[config.mk]
export PLATFORM = sky130hd
export DESIGN_NAME = strongly_connected_components
export DESIGN_NICKNAME = d
export VERILOG_FILES = /design/src/design/scc_pkg.sv /design/src/design/scc_ram.sv /design/src/design/strongly_connected_components.sv
export SDC_FILE = /design/constraint.sdc
export NUM_CORES = 2
export LEC_CHECK = 0
export BUFFER_PORTS_ARGS = -buffer_cell sky130_fd_sc_hd__clkbuf_2
export CORE_ASPECT_RATIO = 0.8
export CORE_UTILIZATION = 49
export CTS_CLUSTER_DIAMETER = 200
export CTS_CLUSTER_SIZE = 14
export DETAILED_ROUTE_END_ITERATION = 8
export PLACE_DENSITY_LB_ADDON = 0.3
export SLEW_MARGIN = 20
export SYNTH_ARGS = -nofsm -noshare
export SYNTH_HDL_FRONTEND = slang
export SYNTH_SLANG_ARGS = --single-unit
[constraint.sdc]
create_clock -name clk -period 8 [get_ports clk]
set_input_delay 1.2 -clock clk [delete_from_list [all_inputs] [get_ports clk]]
set_output_delay 1.2 -clock clk [all_outputs]
set_load 0.01 [all_outputs]
[src/design/scc_pkg.sv]
// ----------------------------------------------------------------------------
// scc_pkg: shared types for the strongly connected components block
// Beat layouts of the edge input channel and the result output channel.
// ----------------------------------------------------------------------------
`default_nettype none

package scc_pkg;

    typedef struct packed {
        logic [3:0] from_node;
        logic [3:0] to_node;
        logic       both_ways;
        logic       last_edge;
    } edge_beat_t;

    typedef struct packed {
        logic [3:0] node_id;
        logic [3:0] component;
        logic [4:0] component_count;
        logic       edges_dropped;
        logic       last_result;
    } result_beat_t;

endpackage

`default_nettype wire

[src/design/scc_ram.sv]
// ----------------------------------------------------------------------------
// scc_ram: generic single-port-write, single-port-read RAM
// One write and one registered read per cycle.
// ----------------------------------------------------------------------------
`default_nettype none

module scc_ram #(
    parameter int WIDTH = 8,
    parameter int DEPTH = 64
) (
    input  wire logic                     clk,
    input  wire logic                     we,
    input  wire logic [$clog2(DEPTH)-1:0] waddr,
    input  wire logic [WIDTH-1:0]         wdata,
    input  wire logic [$clog2(DEPTH)-1:0] raddr,
    output logic      [WIDTH-1:0]         rdata
);

    logic [WIDTH-1:0] mem_reg [DEPTH];

    always_ff @(posedge clk)
    begin
        if (we)
        begin
            mem_reg[waddr] <= wdata;
        end
        rdata <= mem_reg[raddr];
    end

endmodule

`default_nettype wire

[src/design/strongly_connected_components.sv]
// ----------------------------------------------------------------------------
// strongly_connected_components: Kosaraju SCC over a small directed graph
// Loads edges into a RAM, then runs two depth-first passes with one sequencer.
// ----------------------------------------------------------------------------
// Edge beats are taken one per cycle; a both_ways edge holds the input while
// its reverse is written (S_LOAD2). After the beat marked last_edge the input
// stalls while the sequencer walks the graph: every edge examined takes an edge
// RAM read (S_WALK_RD), then a compare (S_WALK_CHK), and each node on the walk
// stack scans the stored edges once per pass. Then one result beat per node is
// issued in ascending order, one per cycle when the sink does not stall.
// Edge store and overflow flag clear as the final result beat is loaded.
`default_nettype none

module strongly_connected_components #(
    parameter int MAX_NODES = 16,
    parameter int MAX_EDGES = 64
) (
    input  wire logic                  clk,
    input  wire logic                  rst_n,
    input  wire logic                  cfg_wen,
    input  wire logic [4:0]            cfg_wdata,
    input  wire logic                  edge_valid,
    output logic                       edge_stall,
    input  wire scc_pkg::edge_beat_t   edge_beat,
    output logic                       result_valid,
    input  wire logic                  result_stall,
    output scc_pkg::result_beat_t      result_beat
);

    import scc_pkg::*;

    localparam int SLOTS = (MAX_NODES < 31) ? MAX_NODES : 31;
    localparam int NW    = $clog2(SLOTS);
    localparam int DW    = $clog2(SLOTS + 1);
    localparam int AW    = $clog2(MAX_EDGES);
    localparam int EW    = $clog2(MAX_EDGES + 1);

    localparam logic [2:0] S_IDLE     = 3'd0;
    localparam logic [2:0] S_LOAD2    = 3'd1;
    localparam logic [2:0] S_OUTER    = 3'd2;
    localparam logic [2:0] S_WALK_RD  = 3'd3;
    localparam logic [2:0] S_WALK_CHK = 3'd4;
    localparam logic [2:0] S_EMIT     = 3'd5;

    logic [2:0]         state_reg, state_next;
    logic [4:0]         node_count_reg, node_count_next;
    logic [EW-1:0]      cnt_reg, cnt_next;
    logic               ovf_reg, ovf_next;
    logic               last_reg, last_next;
    logic [7:0]         rev_reg, rev_next;
    logic               pass_reg, pass_next;
    logic [SLOTS-1:0]   visited_reg, visited_next;
    logic [4:0]         v_reg, v_next;
    logic [DW-1:0]      depth_reg, depth_next;
    logic [DW-1:0]      flen_reg, flen_next;
    logic [DW-1:0]      fidx_reg, fidx_next;
    logic [4:0]         count_reg, count_next;
    logic [EW-1:0]      cur_reg, cur_next;
    logic [4:0]         e_reg, e_next;
    logic               rvalid_reg, rvalid_next;
    result_beat_t       rbeat_reg, rbeat_next;

    logic [NW-1:0]      stack_node_reg [SLOTS];
    logic [NW-1:0]      stack_node_next [SLOTS];
    logic [EW-1:0]      stack_cur_reg [SLOTS];
    logic [EW-1:0]      stack_cur_next [SLOTS];
    logic [NW-1:0]      finish_reg [SLOTS];
    logic [NW-1:0]      finish_next [SLOTS];
    logic [3:0]         comp_reg [SLOTS];
    logic [3:0]         comp_next [SLOTS];

    logic               ram_we;
    logic [AW-1:0]      ram_waddr;
    logic [7:0]         ram_wdata;
    logic [AW-1:0]      ram_raddr;
    logic [7:0]         ram_rdata;

    logic [4:0]         n_act;
    logic [NW-1:0]      top_idx;
    logic [NW-1:0]      top_node;
    logic [EW-1:0]      top_cur;
    logic [4:0]         here, there;
    logic               follow;
    logic               start_walk;
    logic [NW-1:0]      start_node;
    logic               in_range;
    logic [NW-1:0]      fnode;

    scc_ram #(
        .WIDTH (8),
        .DEPTH (MAX_EDGES)
    ) u_edges (
        .clk   (clk),
        .we    (ram_we),
        .waddr (ram_waddr),
        .wdata (ram_wdata),
        .raddr (ram_raddr),
        .rdata (ram_rdata)
    );

    assign n_act = (node_count_reg > 5'(SLOTS)) ? 5'(SLOTS) : node_count_reg;
    assign top_idx  = NW'(depth_reg - DW'(1));
    assign top_node = stack_node_reg[top_idx];
    assign top_cur  = stack_cur_reg[top_idx];

    // pass one follows edges forward, pass two follows them reversed
    assign here  = pass_reg ? {1'b0, ram_rdata[3:0]} : {1'b0, ram_rdata[7:4]};
    assign there = pass_reg ? {1'b0, ram_rdata[7:4]} : {1'b0, ram_rdata[3:0]};
    assign follow = (here == 5'(top_node)) && (there < n_act) && (here < n_act)
                    && !visited_reg[there[NW-1:0]];

    assign in_range = ({1'b0, edge_beat.from_node} < node_count_reg)
                      && ({1'b0, edge_beat.to_node} < node_count_reg);
    assign fnode = finish_reg[NW'(fidx_reg - DW'(1))];

    assign edge_stall   = (state_reg != S_IDLE);
    assign result_valid = rvalid_reg;
    assign result_beat  = rbeat_reg;

    always_comb
    begin
        state_next      = state_reg;
        node_count_next = cfg_wen ? cfg_wdata : node_count_reg;
        cnt_next        = cnt_reg;
        ovf_next        = ovf_reg;
        last_next       = last_reg;
        rev_next        = rev_reg;
        pass_next       = pass_reg;
        visited_next    = visited_reg;
        v_next          = v_reg;
        depth_next      = depth_reg;
        flen_next       = flen_reg;
        fidx_next       = fidx_reg;
        count_next      = count_reg;
        cur_next        = cur_reg;
        e_next          = e_reg;
        rvalid_next     = rvalid_reg;
        rbeat_next      = rbeat_reg;
        stack_node_next = stack_node_reg;
        stack_cur_next  = stack_cur_reg;
        finish_next     = finish_reg;
        comp_next       = comp_reg;
        ram_we          = 1'b0;
        ram_waddr       = cnt_reg[AW-1:0];
        ram_wdata       = {edge_beat.from_node, edge_beat.to_node};
        ram_raddr       = top_cur[AW-1:0];
        start_walk      = 1'b0;
        start_node      = v_reg[NW-1:0];

        if (rvalid_reg && !result_stall)
        begin
            rvalid_next = 1'b0;
        end

        unique case (state_reg)
            S_IDLE:
            begin
                if (edge_valid)
                begin
                    if (in_range)
                    begin
                        if (cnt_reg < EW'(MAX_EDGES))
                        begin
                            ram_we   = 1'b1;
                            cnt_next = cnt_reg + EW'(1);
                        end
                        else
                        begin
                            ovf_next = 1'b1;
                        end
                    end
                    rev_next  = {edge_beat.to_node, edge_beat.from_node};
                    last_next = edge_beat.last_edge;
                    if (in_range && edge_beat.both_ways)
                    begin
                        state_next = S_LOAD2;
                    end
                    else if (edge_beat.last_edge)
                    begin
                        state_next   = S_OUTER;
                        pass_next    = 1'b0;
                        visited_next = '0;
                        flen_next    = '0;
                        v_next       = '0;
                        e_next       = '0;
                    end
                end
            end
            S_LOAD2:
            begin
                ram_wdata = rev_reg;
                if (cnt_reg < EW'(MAX_EDGES))
                begin
                    ram_we   = 1'b1;
                    cnt_next = cnt_reg + EW'(1);
                end
                else
                begin
                    ovf_next = 1'b1;
                end
                if (last_reg)
                begin
                    state_next   = S_OUTER;
                    pass_next    = 1'b0;
                    visited_next = '0;
                    flen_next    = '0;
                    v_next       = '0;
                    e_next       = '0;
                end
                else
                begin
                    state_next = S_IDLE;
                end
            end
            S_OUTER:
            begin
                if (!pass_reg)
                begin
                    if (v_reg >= n_act)
                    begin
                        pass_next    = 1'b1;
                        visited_next = '0;
                        fidx_next    = flen_reg;
                        count_next   = '0;
                    end
                    else if (visited_reg[v_reg[NW-1:0]])
                    begin
                        v_next = v_reg + 5'd1;
                    end
                    else
                    begin
                        start_walk = 1'b1;
                        start_node = v_reg[NW-1:0];
                    end
                end
                else
                begin
                    if (fidx_reg == '0)
                    begin
                        state_next = S_EMIT;
                    end
                    else
                    begin
                        fidx_next = fidx_reg - DW'(1);
                        if (!visited_reg[fnode])
                        begin
                            start_walk = 1'b1;
                            start_node = fnode;
                        end
                    end
                end
            end
            S_WALK_RD:
            begin
                if (top_cur >= cnt_reg)
                begin
                    // node finished: pop it
                    if (!pass_reg && (flen_reg < DW'(SLOTS)))
                    begin
                        finish_next[flen_reg[NW-1:0]] = top_node;
                        flen_next = flen_reg + DW'(1);
                    end
                    depth_next = depth_reg - DW'(1);
                    if (depth_reg == DW'(1))
                    begin
                        state_next = S_OUTER;
                        if (pass_reg)
                        begin
                            count_next = count_reg + 5'd1;
                        end
                    end
                end
                else
                begin
                    cur_next   = top_cur;
                    state_next = S_WALK_CHK;
                end
            end
            S_WALK_CHK:
            begin
                stack_cur_next[top_idx] = cur_reg + EW'(1);
                if (follow && (depth_reg < DW'(SLOTS)))
                begin
                    stack_node_next[depth_reg[NW-1:0]] = there[NW-1:0];
                    stack_cur_next[depth_reg[NW-1:0]]  = '0;
                    depth_next = depth_reg + DW'(1);
                    visited_next[there[NW-1:0]] = 1'b1;
                    if (pass_reg)
                    begin
                        comp_next[there[NW-1:0]] = count_reg[3:0];
                    end
                end
                state_next = S_WALK_RD;
            end
            S_EMIT:
            begin
                if (n_act == '0)
                begin
                    cnt_next   = '0;
                    ovf_next   = 1'b0;
                    state_next = S_IDLE;
                end
                else if (!rvalid_reg || !result_stall)
                begin
                    rvalid_next                = 1'b1;
                    rbeat_next.node_id         = e_reg[3:0];
                    rbeat_next.component       = comp_reg[e_reg[NW-1:0]];
                    rbeat_next.component_count = count_reg;
                    rbeat_next.edges_dropped   = ovf_reg;
                    rbeat_next.last_result     = (e_reg + 5'd1 == n_act);
                    e_next = e_reg + 5'd1;
                    if (e_reg + 5'd1 == n_act)
                    begin
                        cnt_next   = '0;
                        ovf_next   = 1'b0;
                        e_next     = '0;
                        state_next = S_IDLE;
                    end
                end
            end
            default:
            begin
                state_next = S_IDLE;
            end
        endcase

        if (start_walk)
        begin
            stack_node_next[0]       = start_node;
            stack_cur_next[0]        = '0;
            depth_next               = DW'(1);
            visited_next[start_node] = 1'b1;
            if (pass_reg)
            begin
                comp_next[start_node] = count_reg[3:0];
            end
            state_next = S_WALK_RD;
        end
    end

    always_ff @(posedge clk or negedge rst_n)
    begin
        if (!rst_n)
        begin
            state_reg      <= S_IDLE;
            node_count_reg <= 5'd16;
            cnt_reg        <= '0;
            ovf_reg        <= 1'b0;
            last_reg       <= 1'b0;
            pass_reg       <= 1'b0;
            visited_reg    <= '0;
            v_reg          <= '0;
            depth_reg      <= '0;
            flen_reg       <= '0;
            fidx_reg       <= '0;
            count_reg      <= '0;
            cur_reg        <= '0;
            e_reg          <= '0;
            rvalid_reg     <= 1'b0;
        end
        else
        begin
            state_reg      <= state_next;
            node_count_reg <= node_count_next;
            cnt_reg        <= cnt_next;
            ovf_reg        <= ovf_next;
            last_reg       <= last_next;
            pass_reg       <= pass_next;
            visited_reg    <= visited_next;
            v_reg          <= v_next;
            depth_reg      <= depth_next;
            flen_reg       <= flen_next;
            fidx_reg       <= fidx_next;
            count_reg      <= count_next;
            cur_reg        <= cur_next;
            e_reg          <= e_next;
            rvalid_reg     <= rvalid_next;
        end
    end

    always_ff @(posedge clk)
    begin
        rev_reg        <= rev_next;
        rbeat_reg      <= rbeat_next;
        stack_node_reg <= stack_node_next;
        stack_cur_reg  <= stack_cur_next;
        finish_reg     <= finish_next;
        comp_reg       <= comp_next;
    end

    a_cnt_bound: assert property (@(posedge clk) disable iff (!rst_n)
        cnt_reg <= EW'(MAX_EDGES))
        else $error("edge count beyond store size");

    a_depth_bound: assert property (@(posedge clk) disable iff (!rst_n)
        depth_reg <= DW'(SLOTS))
        else $error("walk stack overrun");

    a_walk_nonempty: assert property (@(posedge clk) disable iff (!rst_n)
        (state_reg == S_WALK_RD || state_reg == S_WALK_CHK) |-> depth_reg != '0)
        else $error("walk with empty stack");

    a_clear_after_last: assert property (@(posedge clk) disable iff (!rst_n)
        (state_reg == S_EMIT && rvalid_next && rbeat_next.last_result
         && (!rvalid_reg || !result_stall)) |=> (cnt_reg == '0 && !ovf_reg))
        else $error("edge store not cleared after final result");

endmodule

`default_nettype wire
Word level (Yosys, flattened, before mapping)
Memory sizes are Yosys's and may differ from the RTL's. A register that Yosys moved wholly into a read port is not among the register bits.
Index checks and enable logic that the tools add are counted.
{"block": "totals", "output_inout_bits": 17, "wordCells": 361, "mem_bits_rw": 512, "register_bits": 399, "romBits": 0, "memories": 1, "latchBits": 0, "input_bits": 20}
{"name": "u_edges.mem_reg", "depth": 64, "word_bits": 8, "read_ports": 1, "rd_ports_with_merged_regs": 1, "wr": 1, "line": "scc_ram.sv:19", "text": "logic [WIDTH-1:0] mem_reg [DEPTH];"}
{"block": "classes", "bitwise": 13, "eq_ne": 35, "add_sub_neg": 9, "n_mul": 0, "mux": 143, "n_lt_le_gt_ge": 28, "shifts": 0, "n_div": 0, "reduce_logical": 47}
{"cell": "$mux W64", "n": 7}
{"cell": "$bwmux W64", "n": 4}
{"cell": "$mux W16", "n": 8}
{"cell": "$mux W5", "n": 24}
{"cell": "$and A112 B112 Y112", "n": 1}
{"cell": "$bwmux W112", "n": 1}
{"cell": "$mux W112", "n": 1}
{"cell": "$not A112 Y112", "n": 1}
{"cell": "$mux W7", "n": 10}
{"cell": "$mux W4", "n": 17}
{"cell": "$demux W4 S4", "n": 4}
{"cell": "$pmux W16 S4", "n": 1}
{"cell": "$demux W7 S4", "n": 2}
{"cell": "$bmux W4 S4", "n": 3}
{"cell": "$pmux W5 S3", "n": 3}
{"cell": "$ge A5 B5 Y1 const B", "n": 7}
{"cell": "$not A4 Y5", "n": 7}
{"cell": "$mux W3", "n": 11}
{"cell": "$mux W1", "n": 32}
{"cell": "$ne A2 B2 Y1 const B", "n": 16}
{"cell": "$or A16 B16 Y16", "n": 2}
{"cell": "$bmux W7 S4", "n": 1}
{"cell": "$add A5 B1 Y5 const B", "n": 5}
{"cell": "$lt A5 B1 Y1 const B", "n": 5}
{"cell": "41 further kinds", "n": 102}

Depth between registers and ports, before layout
{"block": "logic_depth", "depth_word": 19, "depth_mapped": 25, "ltp_nobuf": 15}

Cells and area by module
A second synthesis with hierarchy kept.
{"block": "hier_totals", "hier_cells": 2628, "hier_area_um2": 40636.5}
{"module": "strongly_connected_components", "instances": 1, "area_each_um2": 20445.9, "seq_area_each_um2": 10911.7, "cells_per_inst": 1656}
{"module": "scc_ram", "instances": 1, "area_each_um2": 20190.6, "seq_area_each_um2": 15534.9, "cells_per_inst": 972}

Worst setup path before layout
OpenSTA, ideal clock, no wires.
{"block": "synth_path", "path_type": "flip-flop to flip-flop", "start": "reg depth_reg[0]", "end": "reg finish_reg[52] in the netlist's numbering (enable)", "stages_incl_launch_ff": 25, "slack_ps": 1906, "required_ps": 7639, "setup_time_ps": 361, "synth_period_minus_slack_ps": 6094, "path_buffers": 9, "arrival_time_ps": 5733, "cell_sequence": "dfrtp_1 > buf_4 > buf_4 > buf_2 > buf_6 > inv_1 > ha_1 > buf_2 > clkbuf_1 > buf_1 > mux4_2 > mux2_2 > mux2i_1 > clkinv_1 > clkbuf_1 > clkbuf_1 > ha_1 > a21o_1 > a21o_1 > a211o_1 > a211o_1 > nand2_1 > nor3_1 > nand2_1 > nor3_1"}
{"block": "synth_between", "elab_chain_cells": 7}
{"item": "from (decl)", "line": "strongly_connected_components.sv:54", "text": "logic [DW-1:0] depth_reg, depth_next;"}
{"item": "from (signal assigned)", "line": "strongly_connected_components.sv:371", "text": "depth_reg <= depth_next;"}
{"item": "$sub A5 B1 Y5"}
{"item": "$not A4 Y5 (implied by the code)", "line": "strongly_connected_components.sv:104", "text": "assign top_cur = stack_cur_reg[top_idx];"}
{"item": "$bmux W7 S4", "line": "strongly_connected_components.sv:104"}
{"item": "$mux W7 (implied by the code) (2 in series)", "line": "strongly_connected_components.sv:104"}
{"item": "named net top_cur[1]", "line": "strongly_connected_components.sv:81", "text": "logic [EW-1:0] top_cur;"}
{"item": "$ge A7 B7 Y1", "line": "strongly_connected_components.sv:255", "text": "if (top_cur >= cnt_reg)"}
{"item": "$reduce_and A3 Y1 (no source line)"}
{"item": "to (signal assigned)", "line": "strongly_connected_components.sv:387", "text": "finish_reg <= finish_next;"}
{"item": "to (decl)", "line": "strongly_connected_components.sv:67", "text": "logic [NW-1:0] finish_reg [SLOTS];"}
The timed path passes the listed nets, and every way through them passes these cells. The select of a mux whose other input is x is not followed.
A chain may end at the register's enable or synchronous reset.

Worst setup path after layout
{"block": "layout_path", "start": "reg depth_reg[0]", "end": "reg finish_reg[49] in the netlist's numbering (enable)"}
{"block": "layout_between", "elab_chain_cells": 7}
{"item": "$sub A5 B1 Y5"}
{"item": "$not A4 Y5 (implied by the code)", "line": "strongly_connected_components.sv:104"}
{"item": "$bmux W7 S4", "line": "strongly_connected_components.sv:104"}
{"item": "$mux W7 (implied by the code) (2 in series)", "line": "strongly_connected_components.sv:104"}
{"item": "$ge A7 B7 Y1", "line": "strongly_connected_components.sv:255"}
{"item": "$reduce_and A3 Y1 (no source line)"}
No other way between the ends. The select of a mux whose other input is x is not followed.

==> impl_metrics.json <==
{
  "run_status": "complete, no violations",
  "nets": 3328,
  "fill_cells": 6842,
  "worst-setup-path-type": "register to register",
  "finalHoldViolations": 0,
  "die-height_um": 261,
  "yosysMostFrequentCell": "edfxtp_1",
  "syn_area_per_cell_um2": 12.4,
  "start_kind": "register",
  "worst_path_max_delay_cell": "mux4_4",
  "vias": 27197,
  "p_per_area_nw_per_um2": 433,
  "cts_tree": "yes",
  "ys_top_cells_by_area": "edfxtp_1 56%, nand2_1 4.8%, dfrtp_1 4.3%",
  "clock_sinks": 919,
  "required_ns": 8.29,
  "fin_crit_sh": 0.708,
  "syn-num-nets": 3375,
  "overflow": 0,
  "num_io_pins": 37,
  "antenna_found_initial": 0,
  "drt-initial-drc-count": 3802,
  "die_w_um": 325,
  "synthXorXnorAreaFrac": 0.00706,
  "drcViolationCount": 0,
  "synth-async-reset-ratio": 0.0783,
  "slew_headroom": 0.270,
  "clk_pin_slew_ns": 0.07,
  "cts_root_buf": "clkbuf_16",
  "cp_cell_sequence": "buf_4 > nor3_2 > xor2_2 > buf_4 > mux4_4 > clkinv_1 > ha_1 > nand2b_1 > a21o_1 > a21o_1 > a211o_1 > a211o_1 > nand2_1 > nor3_1 > nand2_1 > nor3_1",
  "grt_max_degree": 182,
  "syn-instance-count": 3316,
  "track_usage": 0.245,
  "synth_top_family_by_area": "simple AND/OR/NAND/NOR gates",
  "worstPathArrival_ns": 5.95,
  "grt_pass1_wl_um": 159000,
  "leakagePower_uw": 0.0154,
  "cts-resized-gates": 0,
  "worstMarginPinSlew_ns": 1.10,
  "yosys.area_share.adder": 0.0119,
  "endpoint_kind": "register",
  "largest_reg_flops": 512,
  "area_growth_pct": 8.01,
  "synthSimpleGateAreaFrac": 0.147,
  "hold_path.class": "input port to async pin",
  "final_util": 0.537,
  "io_buffers": 36,
  "synthDistinctLibCells": 80,
  "syn_area_um2": 41000,
  "synth-seq-cells": 919,
  "final.setup.tns_ns": 0,
  "rsz0062_at_grt": "false",
  "start_util": 0.497,
  "place_hpwl_um": 66900,
  "wl_per_cell_um": 23.7,
  "yosysSeqAreaShare": 0.646,
  "fin_skew_ns": 0.0320,
  "ir_drop_mv": 0.561,
  "pre_cts_ws_ns": 2.36,
  "finalSetupViolCount": 0,
  "finalPower_uw": 19100,
  "ys.flop_type": "edfxtp_1",
  "synth_top_area_frac": 0.563,
  "synth-edff-count": 768,
  "max_freq_mhz": 177,
  "numCtsBuffers": 75,
  "hold_ws_ns": 0.449,
  "netlist_top_cells_count": "768 x edfxtp_1, 519 x nand2_1, 440 x nor2_1",
  "startpoint": "depth_reg[0]",
  "wl_um": 105000,
  "drv_cap": 0,
  "yosysTopAreaCell": "edfxtp_1",
  "clk_path_buf_depth": 3,
  "slew_viol_final": 0,
  "yosys_warnings": 0,
  "cts_hold_repair.buffers": 0,
  "drive_gt1_frac": 0.107,
  "min_period_ns": 5.66,
  "postCtsSetupBuffers": 0,
  "n_antenna_cell": 0,
  "postRouteAntennaNets": 0,
  "die_area_um2": 84700,
  "viasPerCell": 6.16,
  "dr.pass1.iters": 6,
  "synth_compound_area_frac": 0.0790,
  "synthMuxAreaShare": 0.0855,
  "cts.htree.levels": 3,
  "clock_latency_ns": 0.67,
  "slowest_delay_ns": 0.83,
  "place_congestion": 0.975,
  "r2r_start": "depth_reg[0]",
  "cp_max_fo": 58,
  "setup_ws_ns": 2.34,
  "core_area_um2": 82400,
  "grt_pass1_vias": 25308,
  "rows": 94
}
-- cell type report --
cell class	instances	area [µm²]	area share
clock inverters	7	115	0.00260
inverters	41	164	0.00371
multi-input cells	2157	13500	0.306
repair buffers	75	533	0.0120
well taps	1104	1380	0.0312
clock buffers	114	2040	0.0462
flip-flops and latches	919	26500	0.598
-- worst max-delay path, delay by kind of cell (launching register included) --
| family | cells | cell delay (ns) |
|---|---|---|
| fa+ha+maj | 1 | 0.31 |
| xor+xnor | 1 | 0.19 |
| buf+inv | 3 | 1.13 |
| simple gates | 6 | 1.83 |
| compound gates | 4 | 0.50 |
| mux | 1 | 0.83 |
| flops | 1 | 0.40 |
-- metal layers --
layer	global-route usage	vias up	routed length [µm]
met5	0	-	0
met4	0.0558	0	2000
met3	0.0499	146	11300
met2	0.346	1447	44000
met1	0.387	13457	47400
li1	-	12147	-
-- cell families after synthesis --
kind of cell / count (synthesis)
and+or+nand+nor: 1360
DFF: 919
AOI/OAI and AO/OA: 493
buffers and inverters: 240
muxes: 235
adders and majority gates: 39
xor gates and xnor gates: 30
-- stage by stage --
stage / cells / area, µm²
final: 4417 / 44200
after detailed placement: 4295 / 42000
after global routing: 4417 / 44200
after floorplan: 3316 / 41000
after CTS: 4416 / 44200
after global placement: 4295 / 42000
-- layout by cell type (no fill, tap or decap), types with 12 or more instances in the layout --
| cell type | count |
|---|---|
| clkbuf_16 | 76 |
| dfrtp_1 | 70 |
| xnor2_1 | 16 |
| dfxtp_1 | 79 |
| a221oi_1 | 31 |
| a211oi_1 | 67 |
| mux4_2 | 75 |
| nand2_1 | 519 |
| nor3_1 | 31 |
| nor2b_1 | 13 |
| a21o_1 | 15 |
| o211ai_1 | 12 |
| nand3_1 | 110 |
| clkbuf_2 | 35 |
| o2111ai_1 | 12 |
| buf_4 | 36 |
| mux2i_1 | 59 |
| ha_1 | 38 |
| o22ai_1 | 20 |
| a22oi_1 | 23 |
| nand2b_1 | 27 |
| clkbuf_1 | 38 |
| a31oi_1 | 22 |
| inv_1 | 37 |
| nand4_1 | 22 |
| edfxtp_1 | 768 |
| mux2_2 | 86 |
| and3_1 | 137 |
| nor2_1 | 440 |
| o21ai_0 | 153 |
| xor2_1 | 12 |
| a21oi_1 | 64 |
-- worst paths after layout --
kind | endpoint | slack, ns | cells past startpoint
setup / recovery | finish_reg[49] | 2.34 | 16
max in group asynchronous | node_count_reg[4] | 6.93 | 2
hold reg to reg | comp_reg[36] | 0.47 | 1
setup reg to reg | finish_reg[49] | 2.34 | 16
min in group clk | comp_reg[36] | 0.47 | 1
hold / removal | result_valid | 0.45 | 1
-- where the power goes --
| group | switching [µW] | internal, µW | leakage, µW | total (µW) |
|---|---|---|---|---|
| registers | 332 | 6000 | 0.00852 | 6330 |
| clock network | 1700 | 1780 | 0.00103 | 3480 |
| logic | 6460 | 2870 | 0.00587 | 9330 |
| total | 8490 | 10600 | 0.0154 | 19100 |
No activity file was read; power rests on OpenSTA's default activity.
